==> src/sv/jhds_pkg.sv <==
// Types and constants shared by the JPEG header dimension scanner.
// No dependencies; every other file of the block imports this package.
`default_nettype none

package jhds_pkg;

  // Marker and stuffing bytes.
  localparam logic [7:0] BYTE_FF  = 8'hFF;
  localparam logic [7:0] BYTE_00  = 8'h00;
  localparam logic [7:0] BYTE_SOI = 8'hD8;
  localparam logic [7:0] BYTE_SF0 = 8'hC0;
  localparam logic [7:0] BYTE_SF1 = 8'hC1;
  localparam logic [7:0] BYTE_SF2 = 8'hC2;
  localparam logic [7:0] BYTE_SOS = 8'hDA;
  localparam logic [7:0] BYTE_EOI = 8'hD9;

  // Byte positions inside a frame header, counted from its length field.
  localparam logic [2:0] FLD_HEIGHT_HI = 3'd3;
  localparam logic [2:0] FLD_HEIGHT_LO = 3'd4;
  localparam logic [2:0] FLD_WIDTH_HI  = 3'd5;
  localparam logic [2:0] FLD_WIDTH_LO  = 3'd6;
  localparam logic [2:0] FLD_LAST      = 3'd7;

  typedef enum logic [3:0] {
    PH_SOI_A,
    PH_SOI_B,
    PH_SCAN,
    PH_MARK,
    PH_LEN_HI,
    PH_LEN_LO,
    PH_SKIP,
    PH_SOF,
    PH_WAIT
  } phase_e;

  typedef enum logic [2:0] {
    ST_OK      = 3'd0,
    ST_NO_SOI  = 3'd1,
    ST_HDR_END = 3'd2,
    ST_BAD_LEN = 3'd3,
    ST_ENDED   = 3'd4,
    ST_ZERO    = 3'd5
  } status_e;

  typedef struct packed {
    logic [7:0] data_byte;
    logic       last_byte;
  } in_item_t;

  typedef struct packed {
    logic        found;
    logic [15:0] width;
    logic [15:0] height;
    logic [2:0]  status;
  } out_item_t;

endpackage

`default_nettype wire

==> src/sv/jhds_in_stage.sv <==
// Input register of the JPEG header dimension scanner.
// Depends on jhds_pkg for the input item type.
`default_nettype none

module jhds_in_stage
  import jhds_pkg::*;
(
  input  wire logic     clk_i,
  input  wire logic     rst_ni,
  input  wire logic     in_valid_i,
  output logic          in_ready_o,
  input  wire in_item_t in_item_i,
  input  wire logic     advance_i,
  output logic          held_valid_o,
  output in_item_t      held_item_o
);

  logic     valid_q;
  in_item_t item_q;

  // The register frees up in the same cycle that its item moves on.
  assign in_ready_o   = !valid_q || advance_i;
  assign held_valid_o = valid_q;
  assign held_item_o  = item_q;

  always_ff @(posedge clk_i or negedge rst_ni) begin
    if (!rst_ni) begin
      valid_q <= 1'b0;
    end else if (in_valid_i && in_ready_o) begin
      valid_q <= 1'b1;
    end else if (advance_i) begin
      valid_q <= 1'b0;
    end
  end

  always_ff @(posedge clk_i) begin
    if (in_valid_i && in_ready_o) begin
      item_q <= in_item_i;
    end
  end

endmodule

`default_nettype wire

==> src/sv/jhds_core.sv <==
// Parsing state and per-byte update of the JPEG header dimension scanner.
// Depends on jhds_pkg for the phase and status codes and the item types.
`default_nettype none

module jhds_core
  import jhds_pkg::*;
(
  input  wire logic     clk_i,
  input  wire logic     rst_ni,
  input  wire logic     step_i,
  input  wire in_item_t item_i,
  output logic          res_valid_o,
  output out_item_t     res_item_o
);

  phase_e      phase_q, phase_d;
  logic [15:0] skip_q, skip_d;
  logic [2:0]  field_q, field_d;
  logic [15:0] height_q, height_d;
  logic [15:0] width_q, width_d;
  logic [7:0]  len_hi_q, len_hi_d;

  logic [7:0]  b;
  logic [15:0] seg_len;
  logic [15:0] skip_dec;

  assign b        = item_i.data_byte;
  assign seg_len  = {len_hi_q, b};
  assign skip_dec = skip_q - 16'd1;

  always_comb begin
    phase_d     = phase_q;
    skip_d      = skip_q;
    field_d     = field_q;
    height_d    = height_q;
    width_d     = width_q;
    len_hi_d    = len_hi_q;
    res_valid_o = 1'b0;
    res_item_o  = '{found: 1'b0, width: 16'd0, height: 16'd0, status: ST_OK};

    unique case (phase_q)
      PH_SOI_A: begin
        if (b != BYTE_FF) begin
          res_valid_o       = 1'b1;
          res_item_o.status = ST_NO_SOI;
          phase_d           = PH_WAIT;
        end else begin
          phase_d = PH_SOI_B;
        end
      end
      PH_SOI_B: begin
        if (b != BYTE_SOI) begin
          res_valid_o       = 1'b1;
          res_item_o.status = ST_NO_SOI;
          phase_d           = PH_WAIT;
        end else begin
          phase_d = PH_SCAN;
        end
      end
      PH_SCAN: begin
        if (b == BYTE_FF) begin
          phase_d = PH_MARK;
        end
      end
      PH_MARK: begin
        priority if (b == BYTE_FF || b == BYTE_00) begin
          phase_d = PH_SCAN;
        end else if (b == BYTE_SF0 || b == BYTE_SF1 || b == BYTE_SF2) begin
          field_d  = 3'd0;
          height_d = 16'd0;
          width_d  = 16'd0;
          phase_d  = PH_SOF;
        end else if (b == BYTE_SOS || b == BYTE_EOI) begin
          res_valid_o       = 1'b1;
          res_item_o.status = ST_HDR_END;
          phase_d           = PH_WAIT;
        end else begin
          phase_d = PH_LEN_HI;
        end
      end
      PH_LEN_HI: begin
        len_hi_d = b;
        phase_d  = PH_LEN_LO;
      end
      PH_LEN_LO: begin
        if (seg_len < 16'd2) begin
          res_valid_o       = 1'b1;
          res_item_o.status = ST_BAD_LEN;
          phase_d           = PH_WAIT;
        end else begin
          skip_d  = seg_len - 16'd2;
          phase_d = (seg_len == 16'd2) ? PH_SCAN : PH_SKIP;
        end
      end
      PH_SKIP: begin
        skip_d = skip_dec;
        if (skip_dec == 16'd0) begin
          phase_d = PH_SCAN;
        end
      end
      PH_SOF: begin
        if (field_q == FLD_HEIGHT_HI) height_d = {b, 8'd0};
        if (field_q == FLD_HEIGHT_LO) height_d = {height_q[15:8], b};
        if (field_q == FLD_WIDTH_HI)  width_d  = {b, 8'd0};
        if (field_q == FLD_WIDTH_LO)  width_d  = {width_q[15:8], b};
        if (field_q == FLD_LAST) begin
          // The byte after the width settles the result.
          res_valid_o = 1'b1;
          phase_d     = PH_WAIT;
          if (width_q != 16'd0 && height_q != 16'd0) begin
            res_item_o = '{found: 1'b1, width: width_q, height: height_q, status: ST_OK};
          end else begin
            res_item_o.status = ST_ZERO;
          end
        end else begin
          field_d = field_q + 3'd1;
        end
      end
      PH_WAIT: begin
      end
      default: begin
      end
    endcase

    // The last byte of an image always closes it and restarts the parser.
    if (item_i.last_byte) begin
      if (!res_valid_o && phase_q != PH_WAIT) begin
        res_valid_o       = 1'b1;
        res_item_o.status = ST_ENDED;
      end
      phase_d  = PH_SOI_A;
      skip_d   = 16'd0;
      field_d  = 3'd0;
      height_d = 16'd0;
      width_d  = 16'd0;
      len_hi_d = 8'd0;
    end
  end

  always_ff @(posedge clk_i or negedge rst_ni) begin
    if (!rst_ni) begin
      phase_q  <= PH_SOI_A;
      skip_q   <= 16'd0;
      field_q  <= 3'd0;
      height_q <= 16'd0;
      width_q  <= 16'd0;
      len_hi_q <= 8'd0;
    end else if (step_i) begin
      phase_q  <= phase_d;
      skip_q   <= skip_d;
      field_q  <= field_d;
      height_q <= height_d;
      width_q  <= width_d;
      len_hi_q <= len_hi_d;
    end
  end

endmodule

`default_nettype wire

==> src/sv/jhds_out_stage.sv <==
// Result register of the JPEG header dimension scanner.
// Depends on jhds_pkg for the result item type.
`default_nettype none

module jhds_out_stage
  import jhds_pkg::*;
(
  input  wire logic      clk_i,
  input  wire logic      rst_ni,
  input  wire logic      load_i,
  input  wire out_item_t load_item_i,
  output logic           free_o,
  output logic           out_valid_o,
  input  wire logic      out_ready_i,
  output out_item_t      out_item_o
);

  logic      valid_q;
  out_item_t item_q;

  assign free_o      = !valid_q || out_ready_i;
  assign out_valid_o = valid_q;
  assign out_item_o  = item_q;

  always_ff @(posedge clk_i or negedge rst_ni) begin
    if (!rst_ni) begin
      valid_q <= 1'b0;
    end else if (load_i) begin
      valid_q <= 1'b1;
    end else if (out_ready_i) begin
      valid_q <= 1'b0;
    end
  end

  always_ff @(posedge clk_i) begin
    if (load_i) begin
      item_q <= load_item_i;
    end
  end

endmodule

`default_nettype wire

==> src/sv/jpeg_header_dimension_scanner_unit.sv <==
// JPEG header dimension scanner: finds the frame dimensions in a byte stream.
// Built from jhds_in_stage, jhds_core and jhds_out_stage; types from jhds_pkg.
//
// Usage: one byte of a JPEG image enters per item on the input channel, with
// last_byte set on the final byte of the image. Exactly one result item leaves
// per image: found, width and height from the first baseline, extended or
// progressive frame header, or a status code saying why none was found.
// Bytes after the result are dropped until the last byte of the image.
//
// Timing: an accepted byte is parsed straight from the input register, and a
// result it causes is registered in the output register when parsed. One byte per
// cycle is sustained while the output is taken.
//
// Stalls: when a result waits and out_ready_i is low, the parser holds the
// byte in its input register and input ready falls once that register is
// full. Bytes that cause no result still wait behind a pending result.
//
// Reset: rst_ni clears both registers and returns the parser to expecting
// the start-of-image marker.
`default_nettype none

module jpeg_header_dimension_scanner_unit
  import jhds_pkg::*;
(
  input  wire logic      clk_i,
  input  wire logic      rst_ni,
  input  wire logic      in_valid_i,
  output logic           in_ready_o,
  input  wire in_item_t  in_item_i,
  output logic           out_valid_o,
  input  wire logic      out_ready_i,
  output out_item_t      out_item_o
);

  logic      held_valid;
  in_item_t  held_item;
  logic      out_free;
  logic      step;
  logic      res_valid;
  out_item_t res_item;

  assign step = held_valid && out_free;

  jhds_in_stage u_in (
    .clk_i        (clk_i),
    .rst_ni       (rst_ni),
    .in_valid_i   (in_valid_i),
    .in_ready_o   (in_ready_o),
    .in_item_i    (in_item_i),
    .advance_i    (step),
    .held_valid_o (held_valid),
    .held_item_o  (held_item)
  );

  jhds_core u_core (
    .clk_i       (clk_i),
    .rst_ni      (rst_ni),
    .step_i      (step),
    .item_i      (held_item),
    .res_valid_o (res_valid),
    .res_item_o  (res_item)
  );

  jhds_out_stage u_out (
    .clk_i       (clk_i),
    .rst_ni      (rst_ni),
    .load_i      (step && res_valid),
    .load_item_i (res_item),
    .free_o      (out_free),
    .out_valid_o (out_valid_o),
    .out_ready_i (out_ready_i),
    .out_item_o  (out_item_o)
  );

endmodule

`default_nettype wire
==> config.mk <==
export PLATFORM = sky130hd
export DESIGN_NAME = jpeg_header_dimension_scanner_unit
export DESIGN_NICKNAME = d
export VERILOG_FILES = /design/src/sv/jhds_pkg.sv /design/src/sv/jhds_in_stage.sv /design/src/sv/jhds_core.sv /design/src/sv/jhds_out_stage.sv /design/src/sv/jpeg_header_dimension_scanner_unit.sv
export SDC_FILE = /design/constraint.sdc
export NUM_CORES = 1
export LEC_CHECK = 0
export BUFFER_PORTS_ARGS = -buffer_cell sky130_fd_sc_hd__buf_2
export CORE_MARGIN = 1
export CORE_UTILIZATION = 42
export DETAILED_ROUTE_END_ITERATION = 8
export SETUP_SLACK_MARGIN = 0.02
export SLEW_MARGIN = 20
export SYNTH_ARGS = -nofsm -noshare
export SYNTH_HDL_FRONTEND = slang
export SYNTH_SLANG_ARGS = --single-unit
==> constraint.sdc <==
create_clock -name clk_i -period 5 [get_ports clk_i]
set_clock_uncertainty 0.2 [all_clocks]
set_input_delay 0.75 -clock clk_i [delete_from_list [all_inputs] [get_ports clk_i]]
set_output_delay 0.75 -clock clk_i [all_outputs]
set_load 0.02 [all_outputs]
==> impl_metrics.env, run 1 <==
export IMPL_ir_drop_v=0.0002071
export IMPL_drt_wl_total_um=14180
export IMPL_r2r_start="u_in.held_item_o[4]$_DFFE_PP_"
export IMPL_start_util_pct=43.24
export IMPL_port_buffers=50
export IMPL_worst_slew_pin_slew_ns=0.9280
export IMPL_hold_buffers=0
export IMPL_drc=0
export IMPL_async_reset_ff_share_pct=59.09
export IMPL_antenna_cells=0
export IMPL_postCtsResizedCells=0
export IMPL_fmax_mhz=300.5
export IMPL_crit_chain="or4_4 > nor4_2 > nand3_1 > o41ai_1 > nor3b_1 > a21oi_4 > buf_16"
export IMPL_p_leak_nw=2.666
export IMPL_power_density_mw_per_mm2=395.0
export IMPL_start_kind="flip-flop"
export IMPL_p_total_mw=2.535
export IMPL_hp_class="in2async"
export IMPL_fp_row_count=42
export IMPL_clk_path_buf_depth=2
export IMPL_clk_pin_slew_ns=0.08
export IMPL_maxCapViolations=0
export IMPL_antenna_found_initial=0
export IMPL_slew_headroom_pct=38.01
export IMPL_dpl_hpwl_um=10060
export IMPL_rrSetupSlack_ns=1.67
export IMPL_cp_depth=7
export IMPL_synth_area_per_cell_um2=10.21
export IMPL_status="finished clean"
export IMPL_arrival_ns=3.19
export IMPL_cp_endpoint="u_out.out_item_o[28]$_SDFFCE_PN0P_"
export IMPL_grt_max_degree=37
export IMPL_post_route_period_util_pct=66.55
export IMPL_ys_warn_count=0
export IMPL_cts_sinks=110
export IMPL_drt_pass1_iterations=5
export IMPL_netlist_area_mm2=0.005725
export IMPL_worstPathMaxFanout=26
export IMPL_synth_ff_type="dfrtp_1"
export IMPL_ios=51
export IMPL_yosysSeqAreaShare_pct=52.01
export IMPL_grtUsageMet1_pct=29.48
export IMPL_path_buf_inv=1
export IMPL_grt_usage_pct=21.27
export IMPL_cts_max_level=3
export IMPL_worst_r2r_endpoint="u_out.out_item_o[28]$_SDFFCE_PN0P_"
export IMPL_grt_pass1_wl_um=23250
export IMPL_cts_root_buf="clkbuf_16"
export IMPL_syn2layout_area_growth_pct=12.11
export IMPL_period_minus_slack_ns=3.328
export IMPL_synth_nets=583
export IMPL_final_max_slew_viol_count=0
export IMPL_cts_tree="done"
export IMPL_viasPerCell=5.744
export IMPL_cp_required_ns=4.87
export IMPL_gp_congestion=0.9122
export IMPL_syn_instance_count=561
export IMPL_detail_route_antenna_nets=0
export IMPL_chipWidth_um=118.8
export IMPL_grtUsageMet3_pct=3.475
export IMPL_cts_buffers=9
export IMPL_critical_path_class="reg2reg"
export IMPL_r2r_cells=7
export IMPL_netlist_cell_type_count=66
export IMPL_end_kind="flip-flop"
export IMPL_met2_usage_pct=32.02
export IMPL_vias=4429
export IMPL_crit_family="simple AND/OR/NAND/NOR gates"
export IMPL_finalHoldViolations=0
export IMPL_startpoint="u_in.held_item_o[4]$_DFFE_PP_"
export IMPL_finalSetupTns_ns=0
export IMPL_post_cts_buffers=0
export IMPL_globalRouteOverflowTotal=0
export IMPL_grt_busiest_layer="met2"
export IMPL_layout_drive_gt1_share_pct=15.29
export IMPL_ys_seq_elements=110
export IMPL_nNetsFinal=612
export IMPL_core_area_mm2=0.01324
export IMPL_synth_edff_count=45
export IMPL_wire_per_inst_um=18.39
export IMPL_die_area_mm2=0.01410
export IMPL_drt_initial_drc_count=398
export IMPL_rsz0062_at_grt="false"
export IMPL_crit_path_max_incr_delay_ns=0.63
export IMPL_slowest_stage="or4_4"
export IMPL_setup_viol=0
export IMPL_grt_pass1_vias=4376
export IMPL_clkLatencyLatePin_ns=0.36
export IMPL_die_h_um=118.8
-- report_power, final --
group	switching [mW]	internal, mW
combinational	0.413	0.206
sequential	0.0947	1.07
clock	0.366	0.388
total	0.873	1.66
-- synthesized netlist by cell type, types with 3 or more instances --
master,n,area (um2)
a21o_1,3,22.52
a21oi_1,15,75.07
a221o_1,4,40.04
a22o_1,19,166.4
a22oi_1,4,30.03
a31oi_1,4,25.02
and2_1,20,125.1
buf_1,3,11.26
buf_2,4,20.02
clkbuf_1,26,97.59
dfrtp_1,65,1627
edfxtp_1,45,1351
ha_1,9,112.6
inv_1,34,127.6
mux2i_1,18,180.2
nand2_1,66,247.7
nand2b_1,7,43.79
nand3_1,9,45.04
nand4_1,13,81.33
nor2_1,30,112.6
nor3_1,32,160.2
nor3b_1,3,22.52
nor4_1,20,125.1
o211ai_1,3,22.52
o21ai_0,23,115.1
o21bai_1,4,30.03
o31ai_1,9,67.56
or3_1,4,25.02
or4_1,3,22.52
or4_4,3,33.78
xnor2_1,8,70.07
xor2_1,6,52.55
-- logic make-up after synthesis --
family	count (synthesis)	synth area share [%]
adders and majority gates	9	1.967
muxes	20	3.540
DFF	110	52.01
AOI/OAI and AO/OA	112	14.40
xor gates and xnor gates	14	2.142
buffers and inverters	70	4.960
and+or+nand+nor	226	20.98
-- worst min-delay path by stage --
stage	startpoint	end	cells past startpoint	slack, ns
floorplan	rst_ni	u_core.field_q[0]$_DFFE_PN0P_	0	0.25
global placement	u_core.len_hi_q[3]$_DFFE_PN0P_	u_core.len_hi_q[3]$_DFFE_PN0P_	2	0.31
detailed placement	u_core.len_hi_q[3]$_DFFE_PN0P_	u_core.len_hi_q[3]$_DFFE_PN0P_	2	0.31
CTS	rst_ni	u_core.width_q[9]$_DFFE_PN0P_	1	0.30
global route	rst_ni	u_core.width_q[9]$_DFFE_PN0P_	1	0.34
finish	rst_ni	u_core.width_q[9]$_DFFE_PN0P_	1	0.27
-- flip-flops by register name, indices dropped and copies added (netlist names) --
register and flops:
u_out.out_item_o 36, u_core.height_q 16, u_core.skip_q 16, u_core.width_q 16, u_in.held_item_o 9, u_core.len_hi_q 8
u_core.phase_q 4, u_core.field_q 3, u_in.held_valid_o 1, u_out.out_valid_o 1
-- through the flow --
stage          hold slack [ns]  setup WS, ns  cell area, um2  util [%]  instances
2_1_floorplan           0.2544        0.8112            5725         -        561
3_3_place_gp            0.3070         1.564            6073     45.86        754
3_5_place_dp            0.3110         1.412            6073     45.86        754
4_1_cts                 0.3039         1.384            6391     48.26        770
5_1_grt                 0.3393         1.507            6419     48.47        771
6_report                0.2665         1.672            6419     48.47        771
-- cell usage in the layout, fill, tap and decap left out, types with 4 or more instances in the layout --
master / synthesis / layout
nor3_1: 32 / 32
nand2b_1: 7 / 7
or3_1: 4 / 4
clkbuf_16: 0 / 10
nand3_1: 9 / 9
a21oi_1: 15 / 14
xor2_1: 6 / 6
edfxtp_1: 45 / 45
nor4_1: 20 / 20
buf_2: 4 / 50
o21bai_1: 4 / 4
a22oi_1: 4 / 4
nand2_1: 66 / 66
and2_1: 20 / 20
nor2_1: 30 / 30
nand4_1: 13 / 13
inv_8: 0 / 4
a221o_1: 4 / 4
mux2i_1: 18 / 18
inv_1: 34 / 34
dfrtp_1: 65 / 65
a22o_1: 19 / 19
ha_1: 9 / 9
xnor2_1: 8 / 8
a31oi_1: 4 / 4
o31ai_1: 9 / 9
o21ai_0: 23 / 23
-- area by class of cell --
| cell class | instances | area, um2 |
|---|---|---|
| Clock buffer | 10 | 250.2 |
| Clock inverter | 6 | 67.56 |
| Fill cell | 1284 | 6824 |
| Inverter | 34 | 127.6 |
| Multi-Input combinational cell | 381 | 2475 |
| Sequential cell | 110 | 2978 |
| Tap cell | 176 | 220.2 |
| Timing Repair Buffer | 54 | 300.3 |
-- metal layers --
layer	wire length, um	vias up
met2	6524	170
li1	-	2106
met4	440	0
met1	6439	2123
met3	776	30
met5	0	-
(Power assumes the default switching activity.)
==> run 2, diff against run 1 <==
==> constraint.sdc (replaced) <==
create_clock -name clk_i -period 2.7 [get_ports clk_i]
set_clock_uncertainty 0.2 [all_clocks]
set_input_delay 0.405 -clock clk_i [delete_from_list [all_inputs] [get_ports clk_i]]
set_output_delay 0.405 -clock clk_i [all_outputs]
set_load 0.02 [all_outputs]
==> run 2 against run 1 <==
Sequential power rose by 79%; register-to-register slack got worse by 1.6 ns; hold slack got worse by 0.25 ns; count of clock-buffer cells in the layout rose by 2; setup slack got worse by 1.6 ns; maximum frequency rose by 25%; critical path depth rose by 2; die area did not move; sequential share of layout area fell by 4.5 points; flip-flop and latch count did not move; highest routed layer unchanged.
==> impl_metrics.env, run 2 (synthesis results as in run 1) <==
export IMPL_drt_initial_drc_count=486
export IMPL_r2r_start="u_in.held_item_o[5]$_DFFE_PP_"
export IMPL_final_max_slew_viol_count=0
export IMPL_grt_pass1_wl_um=23510
export IMPL_globalRouteOverflowTotal=0
export IMPL_cts_root_buf="clkbuf_16"
export IMPL_p_switching_mw=1.693
export IMPL_r2r_cells=9
export IMPL_nFillCells=1194
export IMPL_layout_cells_non_filler=833
export IMPL_fmax_mhz=374.8
export IMPL_largest_reg_flops=36
export IMPL_critical_path_class="reg2reg"
export IMPL_grt_pass1_vias=4538
export IMPL_drc=0
export IMPL_gp_congestion=0.9824
export IMPL_crit_path_max_incr_delay_ns=0.56
export IMPL_vias=4749
export IMPL_grt_max_degree=42
export IMPL_maxCapViolations=0
export IMPL_final_cell_mix="66 x nand2_1, 63 x dfrtp_1, 54 x buf_4"
export IMPL_antenna_found_initial=0
export IMPL_worstHoldPathCells=1
export IMPL_wire_per_inst_um=17.38
export IMPL_clk_path_buf_depth=2
export IMPL_rrSetupSlack_ns=0.03
export IMPL_cp_required_ns=2.57
export IMPL_path_buf_inv=3
export IMPL_hp_class="in2reg"
export IMPL_status="finished clean"
export IMPL_ios=51
export IMPL_rsz0062_at_grt="true"
export IMPL_slew_headroom_pct=57.47
export IMPL_dpl_hpwl_um=10140
export IMPL_port_buffers=50
export IMPL_worstPathMaxFanout=9
export IMPL_detail_route_antenna_nets=0
export IMPL_period_minus_slack_ns=2.668
export IMPL_clk_pin_slew_ns=0.08
export IMPL_seqPwrFrac_pct=41.0
export IMPL_cts_buffers=9
export IMPL_setup_viol=0
export IMPL_whs_endpoint="u_in.held_item_o[3]$_DFFE_PP_"
export IMPL_intPower_mw=3.388
export IMPL_drt_pass1_iterations=5
export IMPL_die_h_um=118.8
export IMPL_cts_sinks=110
export IMPL_p_leak_nw=3.034
export IMPL_fp_row_count=42
export IMPL_finalHoldViolations=0
export IMPL_nNetsFinal=674
export IMPL_arrival_ns=2.54
export IMPL_core_area_mm2=0.01324
export IMPL_worst_slew_pin_slew_ns=0.6379
export IMPL_grt_usage_pct=21.41
export IMPL_dp_cells=805
export IMPL_layout_drive_gt1_share_pct=25.42
export IMPL_min_from="in_item_i[3]"
export IMPL_ir_drop_v=0.0003988
export IMPL_post_route_period_util_pct=98.81
export IMPL_chipWidth_um=118.8
export IMPL_antenna_cells=0
export IMPL_finalSetupTns_ns=0
export IMPL_viasPerCell=5.701
export IMPL_syn2layout_area_growth_pct=24.26
export IMPL_slowest_stage="or4_4"
export IMPL_clkLatencyLatePin_ns=0.36
export IMPL_crit_family="simple AND/OR/NAND/NOR gates"
export IMPL_start_kind="flip-flop"
export IMPL_crit_chain="or4_4 > buf_6 > nor4_4 > nand3_2 > o41ai_4 > nor3b_2 > a21oi_4 > buf_12 > clkbuf_16"
export IMPL_power_frac_clock_pct=27.0
export IMPL_die_area_mm2=0.01410
export IMPL_switching_share_pct=33.31
export IMPL_drt_wl_total_um=14480
export IMPL_worst_r2r_endpoint="u_out.out_item_o[5]$_SDFFCE_PN0P_"
export IMPL_cts_tree="done"
export IMPL_power_density_mw_per_mm2=714.2
export IMPL_start_util_pct=43.24
export IMPL_p_comb_share_pct=32.0
export IMPL_layout_commonest_cell="nand2_1"
export IMPL_fin_util_pct=53.72
export IMPL_cts_max_level=3
export IMPL_end_kind="flip-flop"
[run 2: changes by cell type in the layout (fill, tap and decap cells not counted), sizes merged]
cell / before / now
buf: 54 / 113
clkbuf: 10 / 14
dlygate4sd3: 0 / 1
inv: 39 / 38
clkinv: 1 / 0
[run 2: worst reg2reg max path, stage by stage (launching register included)]
cell and delay, ns:
edfxtp_1 0.39, or4_4 0.56, buf_6 0.15, nor4_4 0.20, nand3_2 0.17, o41ai_4 0.10, nor3b_2 0.13, a21oi_4 0.18
buf_12 0.15, clkbuf_16 0.16
[run 2: cell type report]
class	instances	area [um2]	area share [%]
Multi-Input combinational cell	381	2620	36.83
Clock inverter	4	42.54	0.5980
Tap cell	176	220.2	3.095
Inverter	34	127.6	1.794
Sequential cell	110	2980	41.89
Timing Repair Buffer	116	855.8	12.03
Clock buffer	12	267.8	3.764
[run 2: worst max-delay path by stage]
stage,end,slack (ns),from,cells after the start
2_1_floorplan,u_out.out_item_o[0]$_DFFE_PP_,-0.20,u_in.held_item_o[5]$_DFFE_PP_,7
3_3_place_gp,u_core.width_q[11]$_DFFE_PN0P_,0.01,u_in.held_item_o[5]$_DFFE_PP_,7
3_5_place_dp,u_core.width_q[2]$_DFFE_PN0P_,-0.004,u_in.held_item_o[5]$_DFFE_PP_,6
4_1_cts,u_core.width_q[2]$_DFFE_PN0P_,0.02,u_in.held_item_o[5]$_DFFE_PP_,6
5_1_grt,u_out.out_item_o[5]$_SDFFCE_PN0P_,-0.05,u_in.held_item_o[5]$_DFFE_PP_,9
6_report,u_out.out_item_o[5]$_SDFFCE_PN0P_,0.03,u_in.held_item_o[5]$_DFFE_PP_,9
[run 2: power groups by stage]
stage,clock network [mW],logic (mW),registers [mW]
global placement,0,1.37,2.11
finish,1.37,1.63,2.08
CTS,1.41,1.40,2.08
floorplan,0,0.705,2.27
detailed placement,0,1.39,2.12
global route,1.47,1.75,2.10
[run 2: repair_timing]
| item | CTS | global route |
|---|---|---|
| setup buffers | 0 | 9 |
| pin swaps | 0 | 14 |
| cloned | 0 | 3 |
| gates resized for setup | 3 | 24 |
| hold endpoints to repair | 24 | 0 |
| hold buffers | 1 | 0 |
| setup endpoints to repair | 33 | 76 |
[run 2: per-layer routing]
| layer | vias up | part of all wire (%) | global-route usage (%) |
|---|---|---|---|
| met1 | 2290 | 44 | 29.26 |
| met4 | 0 | 3.1 | 9.573 |
| met2 | 179 | 47 | 33.33 |
| li1 | 2249 | - | - |
| met5 | - | 0 | 0 |
| met3 | 31 | 5.7 | 3.668 |
[run 2: stage by stage]
step                      worst slack (ns)  power (mW)  area [um2]  hold slack, ns
after floorplan                    -0.1973       2.973        5784        -0.09059
after global placement             0.01479       3.487        6518          0.2666
after detailed placement         -0.004178       3.505        6518          0.2649
after CTS                          0.01964       4.892        6854        0.006468
after global routing              -0.04582       5.325        7114        0.003071
final                              0.03201       5.081        7114         0.01946
